$ cat config.mk
export PLATFORM = sky130hd
export DESIGN_NAME = named_seed_derivation
export DESIGN_NICKNAME = d
export VERILOG_FILES = /design/src/design/nsd_pkg.sv /design/src/design/nsd_front.sv /design/src/design/nsd_queue.sv /design/src/design/nsd_back.sv /design/src/design/named_seed_derivation.sv
export SDC_FILE = /design/constraint.sdc
export NUM_CORES = 2
export LEC_CHECK = 0
export ABC_AREA = 0
export BUFFER_PORTS_ARGS = -buffer_cell sky130_fd_sc_hd__clkbuf_2
export CAP_MARGIN = 25
export CORE_AREA = 2 2 441 355
export DETAILED_ROUTE_END_ITERATION = 8
export DIE_AREA = 0 0 443 357
export HOLD_SLACK_MARGIN = 0.1
export PLACE_DENSITY = 0.66
export SYNTH_ARGS = -nofsm -noshare
export SYNTH_HDL_FRONTEND = slang
export SYNTH_HIERARCHICAL = 1
export SYNTH_SLANG_ARGS = --single-unit
$ cat constraint.sdc
create_clock -name clock -period 16.1 [get_ports clock]
set_input_delay 1.61 -clock clock [delete_from_list [all_inputs] [get_ports clock]]
set_output_delay 1.61 -clock clock [all_outputs]
set_load 0.02 [all_outputs]
$ cat src/design/nsd_pkg.sv
`default_nettype none
// ----------------------------------------------------------------------------
// nsd_pkg: shared types and constants for the named seed derivation block
// FNV-1a and SplitMix64 constants, hash queue sizing, back-end states.
// ----------------------------------------------------------------------------
package nsd_pkg;

   localparam int unsigned SEED_W   = 64;
   localparam int unsigned BYTE_W   = 8;
   localparam int unsigned HALF_W   = 32;
   localparam int unsigned CSR_IDX_W = 8;

   localparam logic [CSR_IDX_W-1:0] CSR_BASE_SEED = 8'd0;
   localparam logic [CSR_IDX_W-1:0] CSR_SALT_WORD = 8'd1;

   localparam logic [SEED_W-1:0] FNV_BASIS = 64'hcbf2_9ce4_8422_2325;
   // FNV prime is 2^40 + 0x1b3
   localparam int unsigned       FNV_SHIFT = 40;
   localparam logic [8:0]        FNV_LOW   = 9'h1B3;

   localparam logic [SEED_W-1:0] SM_GAMMA = 64'h9E37_79B9_7F4A_7C15;
   localparam logic [SEED_W-1:0] SM_MUL1  = 64'hBF58_476D_1CE4_E5B9;
   localparam logic [SEED_W-1:0] SM_MUL2  = 64'h94D0_49BB_1331_11EB;

   localparam int unsigned QDEPTH = 2;
   localparam int unsigned QPTR_W = 1;
   localparam int unsigned QCNT_W = 2;

   // five SplitMix rounds per name, counted 0..4
   localparam int unsigned       ROUND_W    = 3;
   localparam logic [ROUND_W-1:0] RND_BASE  = 3'd0;
   localparam logic [ROUND_W-1:0] RND_SALT  = 3'd1;
   localparam logic [ROUND_W-1:0] RND_MIX1  = 3'd2;
   localparam logic [ROUND_W-1:0] RND_HASH  = 3'd3;
   localparam logic [ROUND_W-1:0] RND_LAST  = 3'd4;

   typedef enum logic [3:0] {
      ST_IDLE,
      ST_ADD,
      ST_M1A,
      ST_M1B,
      ST_M1C,
      ST_M2A,
      ST_M2B,
      ST_M2C,
      ST_DONE
   } nsd_state_type;

   typedef struct packed {
      logic push;
      logic pop;
   } nsd_qctl_type;

   typedef struct packed {
      logic full;
      logic empty;
   } nsd_qsts_type;

endpackage
`default_nettype wire

$ cat src/design/nsd_front.sv
`default_nettype none
// ----------------------------------------------------------------------------
// nsd_front: name byte intake
// Folds one byte per cycle, unless req_full, into the running FNV-1a hash;
// on the last word hands the finished hash to the queue and restarts from the offset basis.
// ----------------------------------------------------------------------------
module nsd_front import nsd_pkg::*; (
   input  wire                clock,
   input  wire                reset,
   input  wire                req_push,
   output logic               req_full,
   input  wire  [BYTE_W-1:0]  req_name_byte,
   input  wire                req_has_byte,
   input  wire                req_last,
   input  wire nsd_qsts_type  q_sts,
   output logic               q_push,
   output logic [SEED_W-1:0]  q_hash
);

   logic [SEED_W-1:0] name_hash_ff, name_hash_in;
   logic [SEED_W-1:0] mix_y;
   logic [SEED_W-1:0] folded;
   logic              accept;

   assign req_full = q_sts.full;
   assign accept   = req_push && !q_sts.full;

   always_comb begin
      mix_y  = name_hash_ff ^ {{(SEED_W-BYTE_W){1'b0}}, req_name_byte};
      // multiply by 2^40 + 0x1b3, mod 2^64
      folded = req_has_byte ?
               ((mix_y << FNV_SHIFT) + (mix_y * {{(SEED_W-9){1'b0}}, FNV_LOW})) :
               name_hash_ff;
      name_hash_in = name_hash_ff;
      if (accept) begin
         name_hash_in = req_last ? FNV_BASIS : folded;
      end
   end

   assign q_push = accept && req_last;
   assign q_hash = folded;

   always_ff @(posedge clock) begin
      if (reset) begin
         name_hash_ff <= FNV_BASIS;
      end else begin
         name_hash_ff <= name_hash_in;
      end
   end

endmodule
`default_nettype wire

$ cat src/design/nsd_queue.sv
`default_nettype none
// ----------------------------------------------------------------------------
// nsd_queue: finished name hash queue
// Short FIFO between the intake and the mixing sequencer.
// ----------------------------------------------------------------------------
module nsd_queue import nsd_pkg::*; (
   input  wire                clock,
   input  wire                reset,
   input  wire nsd_qctl_type  q_ctl,
   input  wire  [SEED_W-1:0]  wr_data,
   output nsd_qsts_type       q_sts,
   output logic [SEED_W-1:0]  rd_data
);

   logic [SEED_W-1:0] slot_ff [QDEPTH];
   logic [QPTR_W-1:0] wr_ptr_ff, wr_ptr_in;
   logic [QPTR_W-1:0] rd_ptr_ff, rd_ptr_in;
   logic [QCNT_W-1:0] count_ff, count_in;
   logic              do_push, do_pop;

   assign q_sts.full  = (count_ff == QCNT_W'(QDEPTH));
   assign q_sts.empty = (count_ff == '0);
   assign do_push     = q_ctl.push && !q_sts.full;
   assign do_pop      = q_ctl.pop && !q_sts.empty;
   assign rd_data     = slot_ff[rd_ptr_ff];

   always_comb begin
      wr_ptr_in = do_push ? wr_ptr_ff + 1'b1 : wr_ptr_ff;
      rd_ptr_in = do_pop ? rd_ptr_ff + 1'b1 : rd_ptr_ff;
      count_in  = count_ff;
      if (do_push && !do_pop) begin
         count_in = count_ff + 1'b1;
      end else if (do_pop && !do_push) begin
         count_in = count_ff - 1'b1;
      end
   end

   always_ff @(posedge clock) begin
      if (do_push) begin
         slot_ff[wr_ptr_ff] <= wr_data;
      end
   end

   always_ff @(posedge clock) begin
      if (reset) begin
         wr_ptr_ff <= '0;
         rd_ptr_ff <= '0;
         count_ff  <= '0;
      end else begin
         wr_ptr_ff <= wr_ptr_in;
         rd_ptr_ff <= rd_ptr_in;
         count_ff  <= count_in;
      end
   end

endmodule
`default_nettype wire

$ cat src/design/nsd_back.sv
`default_nettype none
// ----------------------------------------------------------------------------
// nsd_back: SplitMix64 mixing sequencer
// Runs five SplitMix rounds per name hash on one shared 32x32 multiplier,
// each 64-bit constant multiply taken as three partial products.
// ----------------------------------------------------------------------------
module nsd_back import nsd_pkg::*; (
   input  wire                clock,
   input  wire                reset,
   input  wire  [SEED_W-1:0]  base_seed,
   input  wire  [SEED_W-1:0]  salt_word,
   input  wire nsd_qsts_type  q_sts,
   input  wire  [SEED_W-1:0]  q_hash,
   output logic               q_pop,
   output logic               rsp_empty,
   input  wire                rsp_pop,
   output logic [SEED_W-1:0]  rsp_derived_seed
);

   nsd_state_type      state_ff, state_in;
   logic [ROUND_W-1:0] round_ff, round_in;
   logic [SEED_W-1:0]  x_ff, x_in;
   logic [SEED_W-1:0]  prod_ff, prod_in;
   logic [SEED_W-1:0]  hold_ff, hold_in;
   logic [SEED_W-1:0]  hash_ff, hash_in;
   logic               out_valid_ff, out_valid_in;
   logic [SEED_W-1:0]  out_seed_ff, out_seed_in;

   logic [HALF_W-1:0]  mul_a, mul_b;
   logic [SEED_W-1:0]  mult;
   logic [SEED_W-1:0]  acc;
   logic [SEED_W-1:0]  added;
   logic [SEED_W-1:0]  rnd_out;
   logic [SEED_W-1:0]  final_seed;
   logic               slot_free;
   logic               load_out;

   assign slot_free = !out_valid_ff || rsp_pop;

   // next state
   always_comb begin
      state_in = state_ff;
      unique case (state_ff)
         ST_IDLE: if (!q_sts.empty) state_in = ST_ADD;
         ST_ADD:  state_in = ST_M1A;
         ST_M1A:  state_in = ST_M1B;
         ST_M1B:  state_in = ST_M1C;
         ST_M1C:  state_in = ST_M2A;
         ST_M2A:  state_in = ST_M2B;
         ST_M2B:  state_in = ST_M2C;
         ST_M2C:  state_in = (round_ff == RND_LAST) ? ST_DONE : ST_ADD;
         ST_DONE: if (slot_free) state_in = ST_IDLE;
         default: state_in = ST_IDLE;
      endcase
   end

   // multiplier operand selection
   always_comb begin
      mul_a = x_ff[HALF_W-1:0];
      mul_b = SM_MUL1[HALF_W-1:0];
      unique case (state_ff)
         ST_M1A: begin mul_a = x_ff[HALF_W-1:0];      mul_b = SM_MUL1[HALF_W-1:0];      end
         ST_M1B: begin mul_a = x_ff[SEED_W-1:HALF_W]; mul_b = SM_MUL1[HALF_W-1:0];      end
         ST_M1C: begin mul_a = x_ff[HALF_W-1:0];      mul_b = SM_MUL1[SEED_W-1:HALF_W]; end
         ST_M2A: begin mul_a = x_ff[HALF_W-1:0];      mul_b = SM_MUL2[HALF_W-1:0];      end
         ST_M2B: begin mul_a = x_ff[SEED_W-1:HALF_W]; mul_b = SM_MUL2[HALF_W-1:0];      end
         ST_M2C: begin mul_a = x_ff[HALF_W-1:0];      mul_b = SM_MUL2[SEED_W-1:HALF_W]; end
         default: begin mul_a = x_ff[HALF_W-1:0];     mul_b = SM_MUL1[HALF_W-1:0];      end
      endcase
   end

   assign mult  = {{HALF_W{1'b0}}, mul_a} * {{HALF_W{1'b0}}, mul_b};
   assign acc   = prod_ff + {mult[HALF_W-1:0], {HALF_W{1'b0}}};
   assign added = x_ff + SM_GAMMA;
   assign rnd_out = acc ^ (acc >> 31);

   // zero base gives zero, a zero mix becomes one
   assign final_seed = (base_seed == '0) ? '0 :
                       ((x_ff == '0) ? {{(SEED_W-1){1'b0}}, 1'b1} : x_ff);

   // datapath and outputs
   always_comb begin
      x_in      = x_ff;
      prod_in   = prod_ff;
      hold_in   = hold_ff;
      hash_in   = hash_ff;
      round_in  = round_ff;
      q_pop     = 1'b0;
      load_out  = 1'b0;
      unique case (state_ff)
         ST_IDLE: begin
            if (!q_sts.empty) begin
               q_pop    = 1'b1;
               hash_in  = q_hash;
               x_in     = base_seed;
               round_in = RND_BASE;
            end
         end
         ST_ADD: x_in = added ^ (added >> 30);
         ST_M1A, ST_M2A: prod_in = mult;
         ST_M1B, ST_M2B: prod_in = acc;
         ST_M1C: x_in = acc ^ (acc >> 27);
         ST_M2C: begin
            round_in = round_ff + 1'b1;
            unique case (round_ff)
               RND_BASE: begin hold_in = rnd_out; x_in = salt_word;         end
               RND_SALT: x_in = hold_ff ^ rnd_out;
               RND_MIX1: begin hold_in = rnd_out; x_in = hash_ff;           end
               RND_HASH: x_in = hold_ff ^ rnd_out;
               RND_LAST: begin x_in = rnd_out; round_in = round_ff;         end
               default:  x_in = rnd_out;
            endcase
         end
         ST_DONE: load_out = slot_free;
         default: x_in = x_ff;
      endcase
   end

   always_comb begin
      out_seed_in  = load_out ? final_seed : out_seed_ff;
      out_valid_in = load_out ? 1'b1 : (out_valid_ff && !rsp_pop);
   end

   assign rsp_empty        = !out_valid_ff;
   assign rsp_derived_seed = out_seed_ff;

   always_ff @(posedge clock) begin
      x_ff        <= x_in;
      prod_ff     <= prod_in;
      hold_ff     <= hold_in;
      hash_ff     <= hash_in;
      out_seed_ff <= out_seed_in;
   end

   always_ff @(posedge clock) begin
      if (reset) begin
         state_ff     <= ST_IDLE;
         round_ff     <= RND_BASE;
         out_valid_ff <= 1'b0;
      end else begin
         state_ff     <= state_in;
         round_ff     <= round_in;
         out_valid_ff <= out_valid_in;
      end
   end

`ifndef SYNTHESIS
   a_round_range: assert property (@(posedge clock) disable iff (reset)
      round_ff <= RND_LAST)
      else $error("round counter out of range");

   a_pop_when_idle: assert property (@(posedge clock) disable iff (reset)
      q_pop |-> (state_ff == ST_IDLE && !q_sts.empty))
      else $error("hash taken while sequencer busy");

   a_done_loads: assert property (@(posedge clock) disable iff (reset)
      (state_ff == ST_DONE && slot_free) |=> (out_valid_ff && state_ff == ST_IDLE))
      else $error("finished seed not loaded into output word");

   a_nonzero_seed: assert property (@(posedge clock) disable iff (reset)
      load_out |=> (out_seed_ff != '0 || $past(base_seed) == '0))
      else $error("zero seed with non-zero base");
`endif

endmodule
`default_nettype wire

$ cat src/design/named_seed_derivation.sv
`default_nettype none
// ----------------------------------------------------------------------------
// named_seed_derivation: seed derivation from a streamed name
// FNV-1a hash of the name bytes, mixed with base seed and salt through
// SplitMix64 rounds; one derived seed per name.
// ----------------------------------------------------------------------------
// Name bytes are taken one word per clock while req_full is low; req_full
// is raised whenever the two-entry hash queue is full and holds every word.
// Each name is then mixed by a sequencer sharing one 32x32 multiplier over
// five SplitMix rounds, each an add step and two constant multiplies; the
// back end fetches the hash, runs the rounds, then writes the output word
// once it is free, and the intake takes further names until the queue fills.
// Base seed and salt are written through the always-ready csr_ port.
module named_seed_derivation import nsd_pkg::*; (
   input  wire                  clock,
   input  wire                  reset,
   input  wire                  req_push,
   output logic                 req_full,
   input  wire  [BYTE_W-1:0]    req_name_byte,
   input  wire                  req_has_byte,
   input  wire                  req_last,
   output logic                 rsp_empty,
   input  wire                  rsp_pop,
   output logic [SEED_W-1:0]    rsp_derived_seed,
   input  wire                  csr_valid,
   output logic                 csr_ready,
   input  wire  [CSR_IDX_W-1:0] csr_index,
   input  wire  [SEED_W-1:0]    csr_wdata
);

   logic [SEED_W-1:0] base_seed_ff, base_seed_in;
   logic [SEED_W-1:0] salt_word_ff, salt_word_in;
   nsd_qctl_type      q_ctl;
   nsd_qsts_type      q_sts;
   logic [SEED_W-1:0] q_wr_hash, q_rd_hash;
   logic              q_push, q_pop;

   assign csr_ready = 1'b1;

   always_comb begin
      base_seed_in = base_seed_ff;
      salt_word_in = salt_word_ff;
      if (csr_valid) begin
         unique case (csr_index)
            CSR_BASE_SEED: base_seed_in = csr_wdata;
            CSR_SALT_WORD: salt_word_in = csr_wdata;
            default: ;
         endcase
      end
   end

   always_ff @(posedge clock) begin
      if (reset) begin
         base_seed_ff <= '0;
         salt_word_ff <= '0;
      end else begin
         base_seed_ff <= base_seed_in;
         salt_word_ff <= salt_word_in;
      end
   end

   assign q_ctl.push = q_push;
   assign q_ctl.pop  = q_pop;

   nsd_front u_front (
      .clock         (clock),
      .reset         (reset),
      .req_push      (req_push),
      .req_full      (req_full),
      .req_name_byte (req_name_byte),
      .req_has_byte  (req_has_byte),
      .req_last      (req_last),
      .q_sts         (q_sts),
      .q_push        (q_push),
      .q_hash        (q_wr_hash)
   );

   nsd_queue u_queue (
      .clock   (clock),
      .reset   (reset),
      .q_ctl   (q_ctl),
      .wr_data (q_wr_hash),
      .q_sts   (q_sts),
      .rd_data (q_rd_hash)
   );

   nsd_back u_back (
      .clock            (clock),
      .reset            (reset),
      .base_seed        (base_seed_ff),
      .salt_word        (salt_word_ff),
      .q_sts            (q_sts),
      .q_hash           (q_rd_hash),
      .q_pop            (q_pop),
      .rsp_empty        (rsp_empty),
      .rsp_pop          (rsp_pop),
      .rsp_derived_seed (rsp_derived_seed)
   );

endmodule
`default_nettype wire
== Word-level counts from Yosys, hierarchy flattened ==
Memories as Yosys holds them, arrays and structs flattened. A register that Yosys moved wholly into a read port is not among the register bits.
Index checks and enable logic that the tools add are counted.
W data, S select, Z words.

* Bits in registers: 460
* Memory bits (writable): 128
* Input port bits: 87
* Output and inout bits: 67
* Word-level logic and storage cells: 109
* Memories kept: 1

* Add/sub/neg operators: 8
* Multiply operators: 2
* Equality and inequality tests: 17
* Mux-type cells: 24
* Bitwise logic cells: 6
* Reduce and logical (&&, ||, !) cells: 37

{| class="wikitable"
|+ Memory list
! name !! depth !! bits a word !! read ports !! clocked after Yosys merged registers in !! wr ports !! line !! text
|-
| u_queue.slot_ff || 2 || 64 || 1 || 1 || 1 || nsd_queue.sv:15 || <nowiki>logic [SEED_W-1:0] slot_ff [QDEPTH];</nowiki>
|}

{| class="wikitable"
|+ Operators by type and width
! cell !! count
|-
| $pmux W64 S4 || 1
|-
| $mux W64 || 3
|-
| $pmux W64 S3 || 1
|-
| $add A64 B64 Y64 || 2
|-
| $logic_not A64 Y1 || 2
|-
| $pmux W64 S2 || 1
|-
| $pmux W32 S3 || 1
|-
| $add A64 B64 Y64 const B || 1
|-
| $mul A32 B32 Y64 || 1
|-
| $mul A64 B9 Y64 const B || 1
|-
| $xor A64 B33 Y64 || 1
|-
| $xor A64 B34 Y64 || 1
|-
| $xor A64 B37 Y64 || 1
|-
| $xor A64 B64 Y64 || 1
|-
| $xor A64 B8 Y64 || 1
|-
| $pmux W4 S9 || 1
|-
| $mux W32 || 1
|-
| $eq A4 B3 Y1 const B || 4
|-
| $mux W4 || 3
|-
| $reduce_and A2 Y1 || 6
|-
| $reduce_or A2 Y1 || 6
|-
| $eq A4 B2 Y1 const B || 2
|-
| $eq A8 B1 Y1 const B || 1
|-
| $logic_not A8 Y1 || 1
|-
| 26 further kinds || 50
|}

== Logic depth before layout (Yosys ltp) ==
* Depth in word-level cells: 9
* Depth in mapped cells: 45
* Depth with buffers taken out: 40

== By module ==
Netlist, hierarchy kept.

{| class="wikitable"
|+ By module, submodules not included
! module !! instances !! cells an instance !! area each (um2) !! seq. area each (um2)
|-
| nsd_back || 1 || 4,862 || 48,175.0 || 9,769.4
|-
| nsd_front || 1 || 1,769 || 15,014.4 || 1,281.2
|-
| named_seed_derivation || 1 || 492 || 5,416.4 || 2,562.5
|-
| nsd_queue || 1 || 224 || 4,832.1 || 3,943.8
|}

== Worst setup path after synthesis ==
Ideal clock, no wire load.

* Path type: register -> register
* Start: reg u_back.state_ff[3]
* End: reg u_back.x_ff[32], data pin
* Library setup time: 0.261 ns
* Arrival time: 10.062 ns
* Required time: 15.839 ns
* Slack: 5.777 ns
* Stages on the path, launching flop included: 36
* Path buffers: 2
* Period minus slack after synthesis: 10.323 ns
* Cell sequence: dfxtp_1 -> clkbuf_1 -> nand3b_1 -> clkbuf_1 -> mux2i_1 -> inv_1 -> nand2_1 -> nor2_1 -> fa_1 -> fa_1 -> fa_1 -> inv_1 -> fa_1 -> inv_1 -> fa_1 -> inv_1 -> fa_1 -> inv_1 -> fa_1 -> fa_1 -> ha_1 -> a21oi_1 -> o21ai_0 -> a21oi_1 -> o21ai_0 -> xor2_1 -> ha_1 -> a21o_1 -> a211oi_1 -> a22oi_1 -> a21bo_2 -> a31oi_2 -> xnor3_1 -> nand2_1 -> o21ai_0 -> a311o_1

* Word-level cells in the longest chain between the ends: 9
* Elaborated cells between the ends (all ways): 18
* Classes of those cells: 1 x add/sub; 1 x mul; 6 x eq/ne; 4 x mux; 3 x bitwise; 3 x reduce/logical

{| class="wikitable"
|+ RTL lines
! item !! line !! text
|-
| from (decl) || nsd_back.sv:20 || <nowiki>nsd_state_type state_ff, state_in;</nowiki>
|-
| from (signal assigned) || nsd_back.sv:141 || <nowiki>state_ff <= state_in;</nowiki>
|-
| $eq A4 B3 Y1 or $eq A4 B2 Y1 (tied branches) || nsd_back.sv:61 || <nowiki>unique case (state_ff)</nowiki>
|-
| $reduce_or A2 Y1 (no source line) || - ||
|-
| $pmux W32 S3 or $mux W32 (tied branches) || nsd_back.sv:61 ||
|-
| $mul A32 B32 Y64 (*) || nsd_back.sv:72 || <nowiki>assign mult = {{HALF_W{1'b0}}, mul_a} * {{HALF_W{1'b0}}, mul_b};</nowiki>
|-
| $add A64 B64 Y64 (*) || nsd_back.sv:73 || <nowiki>assign acc = prod_ff + {mult[HALF_W-1:0], {HALF_W{1'b0}}};</nowiki>
|-
| net u_back.acc[63] || nsd_back.sv:31 || <nowiki>logic [SEED_W-1:0] acc;</nowiki>
|-
| $xor A64 B33 Y64 (*) || nsd_back.sv:75 || <nowiki>assign rnd_out = acc ^ (acc >> 31);</nowiki>
|-
| $xor A64 B64 Y64 || nsd_back.sv:107, nsd_back.sv:109 ||
|-
| $pmux W64 S3 (*) || nsd_back.sv:105 || <nowiki>unique case (round_ff)</nowiki>
|-
| $pmux W64 S4 (*) || nsd_back.sv:90 || <nowiki>unique case (state_ff)</nowiki>
|-
| net u_back.x_in[32] || nsd_back.sv:22 || <nowiki>logic [SEED_W-1:0] x_ff, x_in;</nowiki>
|-
| to (signal assigned) || nsd_back.sv:128 || <nowiki>x_ff <= x_in;</nowiki>
|-
| to (decl) || nsd_back.sv:22 ||
|}

Mark *: on every way through the listed nets, which the timed path passes. The rest lies on a longest branch.
A chain may end at the register's enable or synchronous reset.

== Worst setup path in the final report ==
* Start: reg u_back.state_ff[3]
* End: reg u_back.x_ff[24], data pin

* Word-level cells in the longest chain between the ends: 9
* Elaborated cells between the ends (all ways): 18
* Classes of those cells: 1 x add/sub; 1 x mul; 6 x eq/ne; 4 x mux; 3 x bitwise; 3 x reduce/logical

{| class="wikitable"
|+ RTL lines
! item !! line !! text
|-
| $eq A4 B3 Y1 or $eq A4 B2 Y1 (tied branches) || nsd_back.sv:61 ||
|-
| $reduce_or A2 Y1 (no source line) || - ||
|-
| $pmux W32 S3 or $mux W32 (tied branches) || nsd_back.sv:61 ||
|-
| $mul A32 B32 Y64 (*) || nsd_back.sv:72 ||
|-
| $add A64 B64 Y64 (*) || nsd_back.sv:73 ||
|-
| net u_back.acc[55] || nsd_back.sv:31 ||
|-
| $xor A64 B33 Y64 (*) || nsd_back.sv:75 ||
|-
| net u_back.rnd_out[24] || nsd_back.sv:33 || <nowiki>logic [SEED_W-1:0] rnd_out;</nowiki>
|-
| $xor A64 B64 Y64 || nsd_back.sv:107, nsd_back.sv:109 ||
|-
| $pmux W64 S3 (*) || nsd_back.sv:105 ||
|-
| $pmux W64 S4 (*) || nsd_back.sv:90 ||
|-
| net u_back.x_in[24] || nsd_back.sv:22 ||
|}

Marked as above.

==> summary.md <==
| Metric | Value |
|---|---|
| Setup Total Neg Slack | `0 ns` |
| Share of layout cells above drive strength 1 | `0.0800` |
| Adder-cell share of the synthesized area | `0.378` |
| Final period demand of the worst path | `12.61 ns` |
| Pin count of the biggest net entering global routing | `126` |
| Congestion Overflow GR | `0` |
| Sequential cell area | `17600 sq um` |
| Syn nets | `9033` |
| Setup crit start | `u_back/state_ff[3]` |
| Global Route Usage Sum | `0.358` |
| Initial core utilization | `0.477` |
| Post-synthesis cell type count | `121` |
| Mapped Cells | `7347` |
| # hold bufs at CTS | `0` |
| Clock Latency Late Sink | `0.68 ns` |
| Number of synthesized flops with an enable pin | `448` |
| Unrepaired setup endpoints after global routing | `false` |
| Hold slack | `0.478 ns` |
| CP startpoint kind | `flip-flop` |
| DRT antenna net count | `0` |
| Critical Setup Path Class | `flip-flop to flip-flop` |
| Port-buffer cells | `152` |
| DRT iter0 DRCs | `7755` |
| Fin Clk Skew | `0.0578 ns` |
| Reg2Reg Depth | `36` |
| Area of the core | `154000 sq um` |
| CP max-delay cell | `mux2i_1` |
| Num rows | `129` |
| Simple-gate area share of the yosys netlist | `0.107` |
| Post-synthesis compound-gate area fraction | `0.0990` |
| CP Capture Type | `flip-flop` |
| #FFs+latches synth | `653` |
| Area occupied by multi-input gates | `49500 sq um` |
| Synth Area in XOR/XNOR | `0.0511` |
| Max Cap Viol | `0` |
| Detailed Routing Iterations Pass 1 | `8` |
| CP Max Fanout | `104` |
| Layout area overhead | `7.62%` |
| Die W | `443 um` |
| Post-cts repair resize count | `0` |
| Fill cells | `14100` |
| Main combinational cell family by area after synthesis | `adder cells` |
| Via count | `56400` |
| Fin. Hold Viols | `0` |
| Hold Path Origin | `salt_word_ff[55]` |
| Total clock sinks | `653` |
| Antenna violations before repair | `22` |
| Most used cell, CP | `fa_1` |
| Most frequent cells in the layout | `inv_1, fa_1, ha_1` |
| Final number of setup-violating endpoints | `0` |
| CTS tree | `built` |
| Worst hold path class | `flip-flop to flip-flop` |
| Vias per inst | `5.93` |
| H-tree lvl count | `3` |
| HPWL Detailed | `236000 um` |
| Worst hold path depth | `2` |
| Pins Over Slew Limit | `0` |
| Nets | `9100` |
| Outcome | `complete, no violations` |
| RePlAce Congestion | `1.04` |
| CTS root buffer | `clkbuf_16` |
| Fin util | `0.514` |
| Routed Wire Length | `284000 um` |
| Residual DRC | `0` |
| Mux contribution to synthesized area | `0.0367` |
| Final period util | `0.783` |
| Die Ht | `357 um` |
| Vias in the first global route | `55400` |
| First-pass GRT wire length | `404000 um` |
| Crit path arrival time | `13.00 ns` |
| Clk slew on worst S/H paths | `0.06 ns` |
| Placed cell area | `76600 sq um` |
| Commonest non-fill, non-tap cell in the layout | `inv_1` |
| WP data required | `16.49 ns` |
| Final instance area | `79000 sq um` |
| Cell Area, Synth | `73400 sq um` |
| Slew margin rel. | `0.167` |
| WL per Instance | `29.9 um` |
| DIE AREA | `158000 sq um` |
| FMAX | `79.3 MHz` |
| Synthesized area per cell | `10.0 sq um` |
| IO Count | `154` |
| Register area share after synthesis | `0.239` |
| Post-synth ARST share | `0` |
| Top_reg_cell synth | `edfxtp_1` |
| Clk buf depth | `3` |
| TritonCTS Buffers | `74` |
| Synthesis Warnings | `6` |
| Slowest cell delay on critical path | `0.81 ns` |
| Worst slew pin tran | `1.25 ns` |
| Setup bufs post-CTS | `0` |
| Reg2reg start | `u_back/state_ff[3]` |
-- kinds of logic (layout without fill, tap and decap cells) --
group | after synthesis | after routing
other | 2 | 11
and+or+nand+nor | 1660 | 1660
adders and majority gates | 1599 | 1599
muxes | 256 | 256
buffers and inverters | 1691 | 1819
DFF | 653 | 653
xor gates and xnor gates | 416 | 416
AOI/OAI and AO/OA | 1070 | 1070
-- path summary, 6_finish.rpt --
| path | to | slack (ns) |
|---|---|---|
| hold reg to reg | salt_word_ff[55] | 0.48 |
| setup / recovery | u_back/x_ff[24] | 3.49 |
| hold / removal | salt_word_ff[55] | 0.48 |
| setup reg to reg | u_back/x_ff[24] | 3.49 |
-- synthesized netlist by cell type (175+ instances only) --
| cell | count | area, sq um |
|---|---|---|
| clkbuf_1 | 225 | 845 |
| a21oi_1 | 282 | 1410 |
| fa_1 | 1031 | 20600 |
| dfxtp_1 | 205 | 4100 |
| xor2_1 | 175 | 1530 |
| nand2b_1 | 211 | 1320 |
| nand2_1 | 528 | 1980 |
| o21ai_0 | 189 | 946 |
| xnor2_1 | 229 | 2010 |
| inv_1 | 1401 | 5260 |
| edfxtp_1 | 448 | 13500 |
| nor2_1 | 490 | 1840 |
| ha_1 | 568 | 7110 |
-- state kept, by name, summed over array words and instances (netlist names), named ones only --
signal / count
u_queue/slot_ff: 128
base_seed_ff: 64
salt_word_ff: 64
u_back/hash_ff: 64
u_back/hold_ff: 64
u_back/prod_ff: 64
u_back/rsp_derived_seed: 64
u_back/x_ff: 64
u_front/name_hash_ff: 64
u_back/state_ff: 4
u_back/round_ff: 3
u_queue/count_ff: 2
u_back/out_valid_ff: 1
u_queue/rd_ptr_ff: 1
u_queue/wr_ptr_ff: 1
-- metrics by stage --
stage	worst slack, ns	std cells
after floorplan	5.78	7347
after global placement	4.04	9356
after detailed placement	3.80	9366
after CTS	3.73	9503
after global routing	2.89	9506
final	3.49	9514
-- per-layer routing --
layer	wire, um	vias to the layer above	part of all wire	GRT usage
li1	-	24100	-	-
met1	126000	28400	0.44	0.543
met2	110000	3468	0.39	0.479
met3	37400	490	0.13	0.114
met4	10800	14	0.038	0.114
met5	82	-	0.00029	0
-- cell type report --
type	count	area share
Antenna cell	9	0.000285
Clock buffer	105	0.0269
Clock inverter	32	0.00344
Inverter	1407	0.0668
Multi-Input combinational cell	5003	0.626
Sequential cell	653	0.222
Tap cell	2030	0.0321
Timing Repair Buffer	275	0.0219
-- worst max-delay path: cells and delay by family, from the launching register on --
family | cells | cell delay, ns
flops | 1 | 0.66
mux | 1 | 0.81
xor+xnor | 3 | 1.24
buf+inv | 4 | 1.03
compound gates | 8 | 2.10
simple gates | 10 | 1.99
fa+ha+maj | 10 | 4.43
Power is left out: the tool's default activity adds up to more than one toggle a clock period on the data nets, which glitch-free logic cannot reach.
